[config.mk]
export PLATFORM = sky130hd
export DESIGN_NAME = param_frame_receiver
export DESIGN_NICKNAME = d
export VERILOG_FILES = /design/src/design/pfr_pkg.sv /design/src/design/pfr_front.sv /design/src/design/pfr_queue.sv /design/src/design/pfr_back.sv /design/src/design/param_frame_receiver.sv
export SDC_FILE = /design/constraint.sdc
export NUM_CORES = 1
export LEC_CHECK = 0
export ABC_AREA = 1
export BUFFER_PORTS_ARGS = -buffer_cell sky130_fd_sc_hd__buf_2
export CORE_ASPECT_RATIO = 0.6
export CORE_UTILIZATION = 55
export CTS_CLUSTER_SIZE = 10
export DETAILED_ROUTE_END_ITERATION = 10
export PLACE_DENSITY = 0.79
export RECOVER_POWER = 100
export SYNTH_ARGS = -nofsm -noshare
export SYNTH_HDL_FRONTEND = slang
export SYNTH_SLANG_ARGS = --single-unit
[constraint.sdc]
create_clock -name clk -period 8.3 [get_ports clk]
set_input_delay 0.415 -clock clk [delete_from_list [all_inputs] [get_ports clk]]
set_output_delay 0.415 -clock clk [all_outputs]
set_load 0.02 [all_outputs]
[src/design/pfr_pkg.sv]
// ----------------------------------------------------------------------------
// pfr_pkg
// Constants and types shared by the parameter frame receiver.
// ----------------------------------------------------------------------------
package pfr_pkg;

    localparam int FrameLen   = 23;
    localparam int SumPos     = 22;
    localparam int NumWords   = 9;
    localparam int QueueDepth = 2;

    localparam logic [7:0] Sync0   = 8'hAA;
    localparam logic [7:0] Sync1   = 8'hAF;
    localparam logic [7:0] FuncAtt = 8'h10;
    localparam logic [7:0] FuncPos = 8'h11;
    localparam logic [7:0] AckId   = 8'hEF;
    localparam logic [7:0] AckLen  = 8'h02;
    localparam logic [7:0] AckBase = 8'(Sync0 + Sync0 + AckId + AckLen);

    // result sequence positions
    localparam logic [3:0] LastWordStep = 4'd8;
    localparam logic [3:0] AckSync0Step = 4'd9;
    localparam logic [3:0] AckSync1Step = 4'd10;
    localparam logic [3:0] AckIdStep    = 4'd11;
    localparam logic [3:0] AckLenStep   = 4'd12;
    localparam logic [3:0] AckFuncStep  = 4'd13;
    localparam logic [3:0] AckSumStep   = 4'd14;
    localparam logic [3:0] AckChkStep   = 4'd15;

    localparam logic KindParam = 1'b0;
    localparam logic KindAck   = 1'b1;

    typedef struct packed {
        logic                       group;
        logic [7:0]                 func;
        logic [7:0]                 sum;
        logic [NumWords-1:0][15:0]  words;
    } pfr_job_t;

    typedef struct packed {
        logic     valid;
        pfr_job_t job;
    } pfr_push_t;

endpackage

[src/design/pfr_front.sv]
// ----------------------------------------------------------------------------
// pfr_front
// Byte collector: sync, frame store, running sum and frame check.
// ----------------------------------------------------------------------------
module pfr_front
(
    input  logic              clk,
    input  logic              rst_n,
    input  logic              in_valid,
    output logic              in_ready,
    input  logic [7:0]        in_byte,
    input  logic              q_full,
    output pfr_pkg::pfr_push_t push
);

    logic [4:0] count_reg, count_next;
    logic [7:0] sum_reg, sum_next;
    logic [7:0] store_reg [0:pfr_pkg::SumPos-1];
    logic       completing;
    logic       accept;
    logic       frame_ok;
    logic [7:0] func;

    assign completing = (count_reg >= 5'(pfr_pkg::SumPos));
    assign in_ready   = !completing || !q_full;
    assign accept     = in_valid && in_ready;
    assign func       = store_reg[2];

    assign frame_ok = (sum_reg == in_byte) && (store_reg[0] == pfr_pkg::Sync0)
                   && (store_reg[1] == pfr_pkg::Sync1)
                   && ((func == pfr_pkg::FuncAtt) || (func == pfr_pkg::FuncPos));

    always_comb
    begin
        count_next = count_reg;
        sum_next   = sum_reg;
        if (accept && !(count_reg == 5'd0 && in_byte != pfr_pkg::Sync0))
        begin
            if (completing)
            begin
                count_next = 5'd0;
                sum_next   = 8'd0;
            end
            else
            begin
                count_next = count_reg + 5'd1;
                sum_next   = sum_reg + in_byte;
            end
        end
    end

    always_ff @(posedge clk or negedge rst_n)
    begin
        if (!rst_n)
        begin
            count_reg <= 5'd0;
            sum_reg   <= 8'd0;
        end
        else
        begin
            count_reg <= count_next;
            sum_reg   <= sum_next;
        end
    end

    always_ff @(posedge clk)
    begin
        if (accept && !completing && !(count_reg == 5'd0 && in_byte != pfr_pkg::Sync0))
        begin
            store_reg[count_reg] <= in_byte;
        end
    end

    assign push.valid     = accept && completing && frame_ok;
    assign push.job.group = (func == pfr_pkg::FuncPos);
    assign push.job.func  = func;
    assign push.job.sum   = sum_reg;

    for (genvar k = 0; k < pfr_pkg::NumWords; k++)
    begin : g_word
        assign push.job.words[k] = {store_reg[4 + 2 * k], store_reg[5 + 2 * k]};
    end

endmodule

[src/design/pfr_queue.sv]
// ----------------------------------------------------------------------------
// pfr_queue
// Short queue of checked frames between the collector and the emitter.
// ----------------------------------------------------------------------------
module pfr_queue #(
    parameter int Depth = pfr_pkg::QueueDepth
)
(
    input  logic               clk,
    input  logic               rst_n,
    input  pfr_pkg::pfr_push_t push,
    output logic               full,
    output logic               head_valid,
    output pfr_pkg::pfr_job_t  head,
    input  logic               pop
);

    localparam int PtrW = (Depth > 1) ? $clog2(Depth) : 1;
    localparam int CntW = $clog2(Depth + 1);

    pfr_pkg::pfr_job_t data_reg [0:Depth-1];
    logic [PtrW-1:0]   wr_ptr_reg, wr_ptr_next;
    logic [PtrW-1:0]   rd_ptr_reg, rd_ptr_next;
    logic [CntW-1:0]   count_reg, count_next;
    logic              do_push;
    logic              do_pop;

    assign full       = (count_reg == CntW'(Depth));
    assign head_valid = (count_reg != '0);
    assign head       = data_reg[rd_ptr_reg];
    assign do_push    = push.valid && !full;
    assign do_pop     = pop && head_valid;

    always_comb
    begin
        wr_ptr_next = wr_ptr_reg;
        rd_ptr_next = rd_ptr_reg;
        count_next  = count_reg;
        if (do_push)
        begin
            wr_ptr_next = (wr_ptr_reg == PtrW'(Depth - 1)) ? '0 : wr_ptr_reg + 1'b1;
        end
        if (do_pop)
        begin
            rd_ptr_next = (rd_ptr_reg == PtrW'(Depth - 1)) ? '0 : rd_ptr_reg + 1'b1;
        end
        if (do_push && !do_pop)
        begin
            count_next = count_reg + 1'b1;
        end
        else if (!do_push && do_pop)
        begin
            count_next = count_reg - 1'b1;
        end
    end

    always_ff @(posedge clk or negedge rst_n)
    begin
        if (!rst_n)
        begin
            wr_ptr_reg <= '0;
            rd_ptr_reg <= '0;
            count_reg  <= '0;
        end
        else
        begin
            wr_ptr_reg <= wr_ptr_next;
            rd_ptr_reg <= rd_ptr_next;
            count_reg  <= count_next;
        end
    end

    always_ff @(posedge clk)
    begin
        if (do_push)
        begin
            data_reg[wr_ptr_reg] <= push.job;
        end
    end

endmodule

[src/design/pfr_back.sv]
// ----------------------------------------------------------------------------
// pfr_back
// Result sequencer: nine parameter words, then the seven-byte acknowledge.
// ----------------------------------------------------------------------------
module pfr_back
(
    input  logic              clk,
    input  logic              rst_n,
    input  logic              head_valid,
    input  pfr_pkg::pfr_job_t head,
    output logic              pop,
    output logic              out_valid,
    input  logic              out_ready,
    output logic              out_kind,
    output logic              out_group,
    output logic [3:0]        out_index,
    output logic [15:0]       out_value,
    output logic [7:0]        out_tx,
    output logic              out_last
);

    logic [3:0]  step_reg, step_next;
    logic        valid_reg, valid_next;
    logic        kind_reg, group_reg, last_reg;
    logic [3:0]  index_reg;
    logic [15:0] value_reg;
    logic [7:0]  tx_reg;
    logic        load;
    logic        is_word;
    logic [7:0]  ack_byte;

    assign load    = head_valid && (!valid_reg || out_ready);
    assign pop     = load && (step_reg == pfr_pkg::AckChkStep);
    assign is_word = (step_reg <= pfr_pkg::LastWordStep);

    always_comb
    begin
        case (step_reg)
            pfr_pkg::AckSync0Step: ack_byte = pfr_pkg::Sync0;
            pfr_pkg::AckSync1Step: ack_byte = pfr_pkg::Sync0;
            pfr_pkg::AckIdStep:    ack_byte = pfr_pkg::AckId;
            pfr_pkg::AckLenStep:   ack_byte = pfr_pkg::AckLen;
            pfr_pkg::AckFuncStep:  ack_byte = head.func;
            pfr_pkg::AckSumStep:   ack_byte = head.sum;
            pfr_pkg::AckChkStep:   ack_byte = pfr_pkg::AckBase + head.func + head.sum;
            default:               ack_byte = 8'd0;
        endcase
    end

    always_comb
    begin
        step_next  = step_reg;
        valid_next = valid_reg;
        if (load)
        begin
            step_next  = step_reg + 4'd1;
            valid_next = 1'b1;
        end
        else if (out_ready)
        begin
            valid_next = 1'b0;
        end
    end

    always_ff @(posedge clk or negedge rst_n)
    begin
        if (!rst_n)
        begin
            step_reg  <= 4'd0;
            valid_reg <= 1'b0;
        end
        else
        begin
            step_reg  <= step_next;
            valid_reg <= valid_next;
        end
    end

    always_ff @(posedge clk)
    begin
        if (load)
        begin
            kind_reg  <= is_word ? pfr_pkg::KindParam : pfr_pkg::KindAck;
            group_reg <= head.group;
            index_reg <= is_word ? step_reg : 4'd0;
            value_reg <= is_word ? head.words[step_reg] : 16'd0;
            tx_reg    <= is_word ? 8'd0 : ack_byte;
            last_reg  <= (step_reg == pfr_pkg::AckChkStep);
        end
    end

    assign out_valid = valid_reg;
    assign out_kind  = kind_reg;
    assign out_group = group_reg;
    assign out_index = index_reg;
    assign out_value = value_reg;
    assign out_tx    = tx_reg;
    assign out_last  = last_reg;

endmodule

[src/design/param_frame_receiver.sv]
// ----------------------------------------------------------------------------
// param_frame_receiver
// Fixed-length parameter frame receiver with 8-bit additive checksum.
// ----------------------------------------------------------------------------
//  channel   dir  fields
//  s_axis    in   tdata[7:0] rx_byte
//  m_axis    out  tdata index/value/tx, tuser kind/group, tlast last
//
//  One byte is taken per cycle while s_axis_tready is high; bytes keep flowing while results drain.
//  A good frame yields 16 results from the back sequencer, one per cycle while m_axis_tready is high.
//  Up to QueueDepth checked frames wait between collector and sequencer;
//  the completing byte stalls only while that queue is full.
//  rst_n clears the count, the sum, the queue and the output stage.
// ----------------------------------------------------------------------------
module param_frame_receiver #(
    parameter int QueueDepth = pfr_pkg::QueueDepth
)
(
    input  logic        clk,
    input  logic        rst_n,
    input  logic        s_axis_tvalid,
    output logic        s_axis_tready,
    input  logic [7:0]  s_axis_tdata,   // [7:0] rx_byte
    output logic        m_axis_tvalid,
    input  logic        m_axis_tready,
    output logic [31:0] m_axis_tdata,   // [3:0] param_index, [19:4] param_value,
                                        // [27:20] tx_byte, [31:28] zero
    output logic [1:0]  m_axis_tuser,   // [0] kind, [1] param_group
    output logic        m_axis_tlast
);

    pfr_pkg::pfr_push_t push;
    pfr_pkg::pfr_job_t  head;
    logic               q_full;
    logic               head_valid;
    logic               pop;
    logic               out_kind;
    logic               out_group;
    logic [3:0]         out_index;
    logic [15:0]        out_value;
    logic [7:0]         out_tx;

    pfr_front u_front (
        .clk      (clk),
        .rst_n    (rst_n),
        .in_valid (s_axis_tvalid),
        .in_ready (s_axis_tready),
        .in_byte  (s_axis_tdata),
        .q_full   (q_full),
        .push     (push)
    );

    pfr_queue #(
        .Depth (QueueDepth)
    ) u_queue (
        .clk        (clk),
        .rst_n      (rst_n),
        .push       (push),
        .full       (q_full),
        .head_valid (head_valid),
        .head       (head),
        .pop        (pop)
    );

    pfr_back u_back (
        .clk        (clk),
        .rst_n      (rst_n),
        .head_valid (head_valid),
        .head       (head),
        .pop        (pop),
        .out_valid  (m_axis_tvalid),
        .out_ready  (m_axis_tready),
        .out_kind   (out_kind),
        .out_group  (out_group),
        .out_index  (out_index),
        .out_value  (out_value),
        .out_tx     (out_tx),
        .out_last   (m_axis_tlast)
    );

    assign m_axis_tdata = {4'd0, out_tx, out_value, out_index};
    assign m_axis_tuser = {out_group, out_kind};

endmodule

==> results, run 1 <==
- The die is 154 um tall.
- The share of the Yosys chip area taken by registers is 0.764.
- The total number of placement rows is 55.
- For the worst-skew pair, the clock arrives at the later sink with an insertion delay of 620 ps.
- After layout, the design draws a total of 0.00579 W.
- The sort of element at the end of the critical path is a register.
- The number of global-route vias before repair came to 12539.
- The number of enable flip-flop cells after synthesis is 521.
- The most repeated cell in the gate-level netlist after synthesis is sky130_fd_sc_hd__edfxtp_1.
- The number of hold violations in the final report is 0.
- The checks that failed: capacitance limit, slew limit.
- The total negative setup slack is 0 ps.
- The number of distinct library cells after synthesis is 43.
- Measured against its own limit, the worst slew margin works out to -1.25.
- The H-tree was split into 2 levels.
- The analysis attributes to cell leakage a power of 8.35 nW.
- The flow ran to the end, but the final reports show violations.
- The post-synthesis instance area is 21200 um2.
- The total routing resource utilization after global routing is 0.244.
- The depth of the worst hold-timing path is 4.
- For this block, the routed nets add up to 47.8 mm of wire.
- The number of cells upsized or downsized after cts is 0.
- In the finished design, the share of the clock period the worst path needs comes to 0.640.
- Setup repair after global routing left no endpoint under its margin.
- The number of maximum-capacitance violations is 9.
- The sink count of the clock tree is 543.
- The setup violation total in the final timing report is 0.
- After layout, the minimum clock period comes to 5310 ps.
- The critical path data required time is 8780 ps.
- In the detailed route, the total length drawn on met2 is 21.2 mm.
- The slew at the pin closest to its max-slew limit is 3370 ps.
- The proportion of synthesized flip-flops having asynchronous set or reset is 0.0405.
- In the final routed layout, each cell accounts on average for 21.5 um.
- Of the post-synthesis cell area, the dominant cell type holds 0.738.
- The maximum vdd ir drop is 209 uV.
- The kind of critical path is reg -> reg.
- The final layout net count is 1715.
- The detailed route wirelength on metal3 is 5.43 mm.
- The diode insertion count for antenna repair is 0.
- The worst reg-to-reg path cell count is 10.
- The highest routing layer actually used is met4.
- The placed wire-length estimate after detailed placement is 27.3 mm.
- The post-synthesis register bit count is 543.
- Synthesis produced 1617 cells.
- The post-route worst setup slack is 2990 ps.
- By count the netlist is led by 521 x sky130_fd_sc_hd__edfxtp_1, 302 x sky130_fd_sc_hd__nor2_1, 300 x sky130_fd_sc_hd__nand2_1.
- The critical path data arrival time is 5790 ps.
- For this run, the share of the core covered by cells in the final layout is 0.619.
- The growth of design area from synthesis to finish is 10.7%.
- TritonCTS built the clock tree.
- Of the cells placed in the final design, the portion with a size suffix greater than 1 is 0.0497.
- From left edge to right edge, the die measures 255 um.
- The region available for standard cell placement spans 37800 um2.
- The number of DRC markers in iteration 0 is 1506.
- The vias per cell is 5.74.
- The number of antenna violations at the first check in global routing is 0.
- The register with the most flip-flops in the layout has 322 of them.
- The number of design rule violations left after detail routing is 0.
- The effective utilization at floorplan is 0.560.
- The port buffer count is 44.
- The max-slew violation total from the final report is 307.
- In the synthesized netlist the dominant register cell turns out to be sky130_fd_sc_hd__edfxtp_1.
- The clock-pin transition on the worst setup and hold timing paths is 70 ps.
- The wire length of the first global-routing pass is 72.0 mm.
- The number of antenna-violating nets in the routed design is 0.
- In this run the worst hold path is classified as in -> reg.
- Before CTS, the worst setup slack after placement is 4100 ps.
- For this run, the number of Yosys warnings is 0.
- Summed over all instances, the cell type with the most area after synthesis is sky130_fd_sc_hd__edfxtp_1.
- The power per cell area is 247 nW/um2.
- The highest achievable clock rate is 188 MHz.
- Along the worst path, the maximum fanout reaches 80.
- The pin count of the biggest net entering global routing is 162.
- The wire length on met1 is 20.1 mm.
- The total die area is 39300 um2.
- The longest clock path from root to sink contains 3 buffers.
- Before antenna repair, the detailed router went through 6 iterations.
- By area the synthesized netlist is led by sky130_fd_sc_hd__edfxtp_1 74%, sky130_fd_sc_hd__nor2_1 5.4%, sky130_fd_sc_hd__nand2_1 5.3%.
- Counting the buffers created by CTS gives 60.
- The type of origin of the critical path is a register.
- The weighted congestion at the end of routability-driven global placement is 0.863.
- The total I/O pin count is 49.
- Summed over all layers, the global routing overflow is 0.
- The count of vias placed by the detailed router is 12776.
- The post-route clock skew is 33.7 ps.
- The root buffer cell is sky130_fd_sc_hd__clkbuf_16.
- Post-CTS timing repair inserted 0 buffers for setup.
- Across all register-to-register paths, the minimum setup slack is 2990 ps.
- A synthesized cell averages 13.1 um2.
==> power breakdown <==
part           switching, W  leakage (nW)  internal, W  total, W
combinational      0.000221          2.55    0.0000868  0.000308
clock               0.00102         0.816      0.00134   0.00236
sequential        0.0000520          4.99      0.00307   0.00312
==> cell type report <==
type	count	area (um2)
inverter	81	313
clock inverter	4	75.1
multi-input combinational	929	4310
clock buffer	97	1640
sequential	543	16200
timing repair buffer	57	263
fill	2724	14400
tap	513	642
==> per-layer routing <==
layer | vias up | GRT usage
li1 | 5745 | -
met1 | 6217 | 0.352
met2 | 721 | 0.370
met3 | 93 | 0.0620
met4 | 0 | 0.0706
met5 | - | 0
==> path summary, 6_finish.rpt <==
path                                              startpoint                                 end
max                           u_queue.rd_ptr_reg$_DFFE_PN0P_  u_back.out_value[15]$_SDFFCE_PP0P_
min                                            m_axis_tready        u_back.out_valid$_DFFE_PN0P_
max reg2reg                   u_queue.rd_ptr_reg$_DFFE_PN0P_  u_back.out_value[15]$_SDFFCE_PP0P_
min reg2reg                u_front.store_reg[4][2]$_DFFE_PP_   u_queue.data_reg[0][10]$_DFFE_PP_
max in group asynchronous                              rst_n      u_back.step_reg[0]$_DFFE_PN0P_
min in group asynchronous                              rst_n      u_back.step_reg[3]$_DFFE_PN0P_
==> kinds of logic after synthesis <==
family	after synthesis	share of synthesized area
and+or+nand+nor	684	0.129
AOI/OAI and AO/OA	195	0.0493
adders and majority gates	31	0.0190
xor gates and xnor gates	10	0.00413
buffers and inverters	148	0.0317
DFF	543	0.764
muxes	5	0.00236
other	1	0.000177
==> critical path: stages (launching register included) <==
cell,delay (ps)
sky130_fd_sc_hd__dfrtp_1,590
sky130_fd_sc_hd__inv_4,670
sky130_fd_sc_hd__clkbuf_1,2430
sky130_fd_sc_hd__o21ai_0,640
sky130_fd_sc_hd__nand2_1,220
sky130_fd_sc_hd__nand2_1,90
sky130_fd_sc_hd__nand2_1,130
sky130_fd_sc_hd__inv_1,40
sky130_fd_sc_hd__nand2_1,120
sky130_fd_sc_hd__nand2_1,60
sky130_fd_sc_hd__nand2_1,70
==> what timing repair did <==
item,CTS,global route
setup endpoints to repair,0,0
hold buffers,1,0
endpoints found under the hold margin,22,0
==> placed cells by master, fill, tap and decap left out, drive strengths merged, types with 9 or more instances in the layout <==
master / instances
clkbuf: 143
nand2: 302
nand4: 9
o211ai: 17
dfrtp: 22
ha: 29
o21ai: 147
nor2: 305
inv: 79
edfxtp: 521
nand3: 57
buf: 10
a21oi: 18
==> through the flow <==
stage	hold WS, ps	area (um2)	cells
floorplan	119	21200	1620
global placement	422	21800	2122
detailed placement	429	21800	2122
CTS	151	23500	2224
global route	165	23400	2224
finish	152	23400	2224
(Power assumes the default switching activity.)
==> inputs of run 2 (changes only) <==
==> constraint.sdc (replaced) <==
create_clock -name clk -period 4.41 [get_ports clk]
set_input_delay 0.2205 -clock clk [delete_from_list [all_inputs] [get_ports clk]]
set_output_delay 0.2205 -clock clk [all_outputs]
set_load 0.02 [all_outputs]
==> run 2 against run 1 <==
Compared with the run above:
- the run still ends with capacitance limit, slew limit left
- non-clock buffer count increased by 15
- power grew 88%
- combinational power rose by 99%
- clock power up 86%
- hold slack improved by 57 ps
==> results, run 2 (synthesized netlist as in run 1, its figures left out) <==
- The run finished, with violations left.
- The checks that failed: capacitance limit, slew limit.
- The first global-routing pass estimated 73.7 mm of wire.
- The max-slew violation total from the final report is 250.
- For this run, the post-layout net count is 1730.
- Power comes to 0.0109 W.
- The highest achievable clock rate is 274 MHz.
- In this design, the critical path's most frequently occurring cell is sky130_fd_sc_hd__nand2_1.
- The number of maximum-capacitance violations is 10.
- The number of design rule violations left after detail routing is 0.
- Of all nets on the critical path, the largest fanout is 19.
- The worst slew margin relative to its limit is -0.196.
- The clock reaches the later pin of the worst-skew pair after 610 ps.
- The startpoint identified for the worst register-to-register timing path is u_back.step_reg[2]$_DFFE_PN0P_.
- The diode insertion count for antenna repair is 0.
- The placed wire-length estimate after detailed placement is 29.2 mm.
- The number of antenna violations at the first check in global routing was 0.
- Clock-pin slew was measured on the worst setup and hold paths at 60 ps.
- The worst reg-to-reg path cell count is 8.
- The setup violation total in the final timing report is 0.
- The effective utilization at floorplan is 0.560.
- The vias per cell is 5.82.
- Of the available clock period, the critical path in the final layout requires 0.828.
- Buffers inserted during clock tree synthesis total 60.
- The signal on the critical path passes through clkinvlp_2 > nor2_1 > nand2_1 > nand2_1 > inv_1 > nand2_1 > nand2_1 > nand2_1.
- The root buffer cell is sky130_fd_sc_hd__clkbuf_16.
- The port buffer count is 44.
- The first-pass iteration count of the detailed router is 6.
- The worst reg2reg path endpoint is u_back.out_value[6]$_SDFFCE_PP0P_.
- The floorplan has 55 rows.
- Adding up every negative setup slack in the final design gives 0 ps.
- The number of antenna-violating nets in the routed design is 0.
- TritonCTS built the clock tree.
- Leaving out fill and tap cells, the most frequent cell in the layout is sky130_fd_sc_hd__edfxtp_1.
- The longest individual stage delay on the worst path is 1470 ps.
- The cell with the largest stage delay on the worst path is sky130_fd_sc_hd__nor2_1.
- The first routing iteration left 1551 violations.
- In this run the deepest clock path goes through 3 buffers.
- The hold path startpoint is s_axis_tvalid.
- The pin count of the biggest net entering global routing is 126.
- The leakage power is 8.39 nW.
- The time the worst path needs with I/O delays and setup is 3650 ps.
- The count of vias placed by the detailed router is 12953.
- The total I/O pin count is 49.
- The kind of critical path is reg -> reg.
- The post-detailed-routing wire length is 48.5 mm.
- The critical path data arrival time is 4120 ps.
- The library cells used most frequently in the layout, excluding fill and tap cells, are 521 x sky130_fd_sc_hd__edfxtp_1, 304 x sky130_fd_sc_hd__nor2_1, 302 x sky130_fd_sc_hd__nand2_1.
- The total die area is 39300 um2.
- VDD sags by at most 385 uV.
- The type of the most critical hold path is in -> reg.
- The path with the worst hold slack has its endpoint at u_queue.wr_ptr_reg$_DFFE_PN0P_.
- The final cell area excluding filler cells is 23500 um2.
- Power spread over the standard cell area amounts to 463 nW/um2.
- The critical path data required time is 4880 ps.
- The slew at the pin closest to its max-slew limit is 1790 ps.
- The worst-case hold slack is 208 ps.
- Setup repair after global routing left no endpoint under its margin.
- For this design, the sink count on the clock tree is 543.
- After detailed routing, the average wire length per cell comes to 21.8 um.
- The number of global-route vias before repair is 12731.
- The post-route clock skew is 21.6 ps.
- Across every metal layer, demand over resource in global routing totals 0.250.
- The total setup buffers inserted after CTS is 0.
- The area of the core is 37800 um2.
- The H-tree was split into 2 levels.
- The slack of the worst reg-to-reg path is 760 ps.
- The worst hold path was traced through 5 stages.
- The width of the chip is 255 um.
- The number of hold violations in the final report is 0.
- STA classifies the critical path endpoint as a register.
- The final cell utilization of the core is 0.622.
- The number of flip-flops under the largest register name is 322.
- Once placement finished, the instance area stood at 22000 um2.
- The fraction of final layout cells sized beyond drive strength 1 is 0.0554.
- The congestion estimate from routability-driven global placement came to 0.896.
- Summed over all layers, the global routing overflow is 0.
- The worst setup path is launched from a register.
- The die is 154 um tall.
- The area growth from synthesis to layout is 11.1%.
run 2: changes by cell type in the layout (fill, tap and decap cells not counted), sizes merged:
cell,previous run,this run
buf,10,19
clkbuf,143,137
clkinvlp,1,3
dlygate4sd3,1,2
inv,79,76
run 2: layer usage:
layer | global-route usage | vias to the layer above | part of all wire
met5 | 0 | - | 0
met4 | 0.0697 | 0 | 0.019
met3 | 0.0636 | 74 | 0.13
met2 | 0.369 | 831 | 0.44
met1 | 0.371 | 6288 | 0.42
li1 | - | 5760 | -
run 2: how the worst max path moves through the flow:
stage / cells past startpoint / startpoint / slack [ps] / end
after CTS: 9 / u_front.count_reg[0]$_DFFE_PN0P_ / 1340 / u_front.store_reg[20][3]$_DFFE_PP_
after detailed placement: 10 / s_axis_tdata[2] / 1140 / u_queue.data_reg[1][24]$_DFFE_PP_
after global routing: 9 / u_front.count_reg[0]$_DFFE_PN0P_ / 570 / u_queue.data_reg[0][101]$_DFFE_PP_
final: 8 / u_back.step_reg[2]$_DFFE_PN0P_ / 760 / u_back.out_value[6]$_SDFFCE_PP0P_
after floorplan: 9 / u_front.sum_reg[2]$_DFFE_PN0P_ / 200 / u_queue.data_reg[1][0]$_DFFE_PP_
after global placement: 10 / s_axis_tdata[2] / 1180 / u_queue.data_reg[1][24]$_DFFE_PP_
run 2: power by group:
| group | switching [W] | leakage [nW] | total, W | internal (W) |
|---|---|---|---|---|
| clock network | 0.00189 | 0.800 | 0.00439 | 0.00251 |
| registers | 0.000117 | 4.98 | 0.00590 | 0.00578 |
| logic | 0.000446 | 2.60 | 0.000613 | 0.000166 |
run 2: cell type report:
type                    count  area [um2]
repair buffers             72         407
well taps                 513         642
clock inverters             3        53.8
flip-flops and latches    543       16200
multi-input cells         929        4310
inverters                  81         312
clock buffers              86        1620
fillers                  2681       14300
run 2: critical path, delay by kind of cell, from the launching register on:
kind	cells	cell delay, ps
buffers and inverters	2	1010
DFF	1	450
and+or+nand+nor	6	2050
run 2: what timing repair did:
item | 4_1_cts | 5_1_grt
setup endpoints to repair | 0 | 0
gates resized for setup | 0 | 0
endpoints found under the hold margin | 23 | 0
hold buffers | 2 | 0
run 2: metrics by stage:
step / instances / setup slack, ps
after detailed placement: 2136 / 1140
after global placement: 2136 / 1180
after global routing: 2227 / 572
after floorplan: 1620 / 195
after CTS: 2227 / 1340
final: 2227 / 761
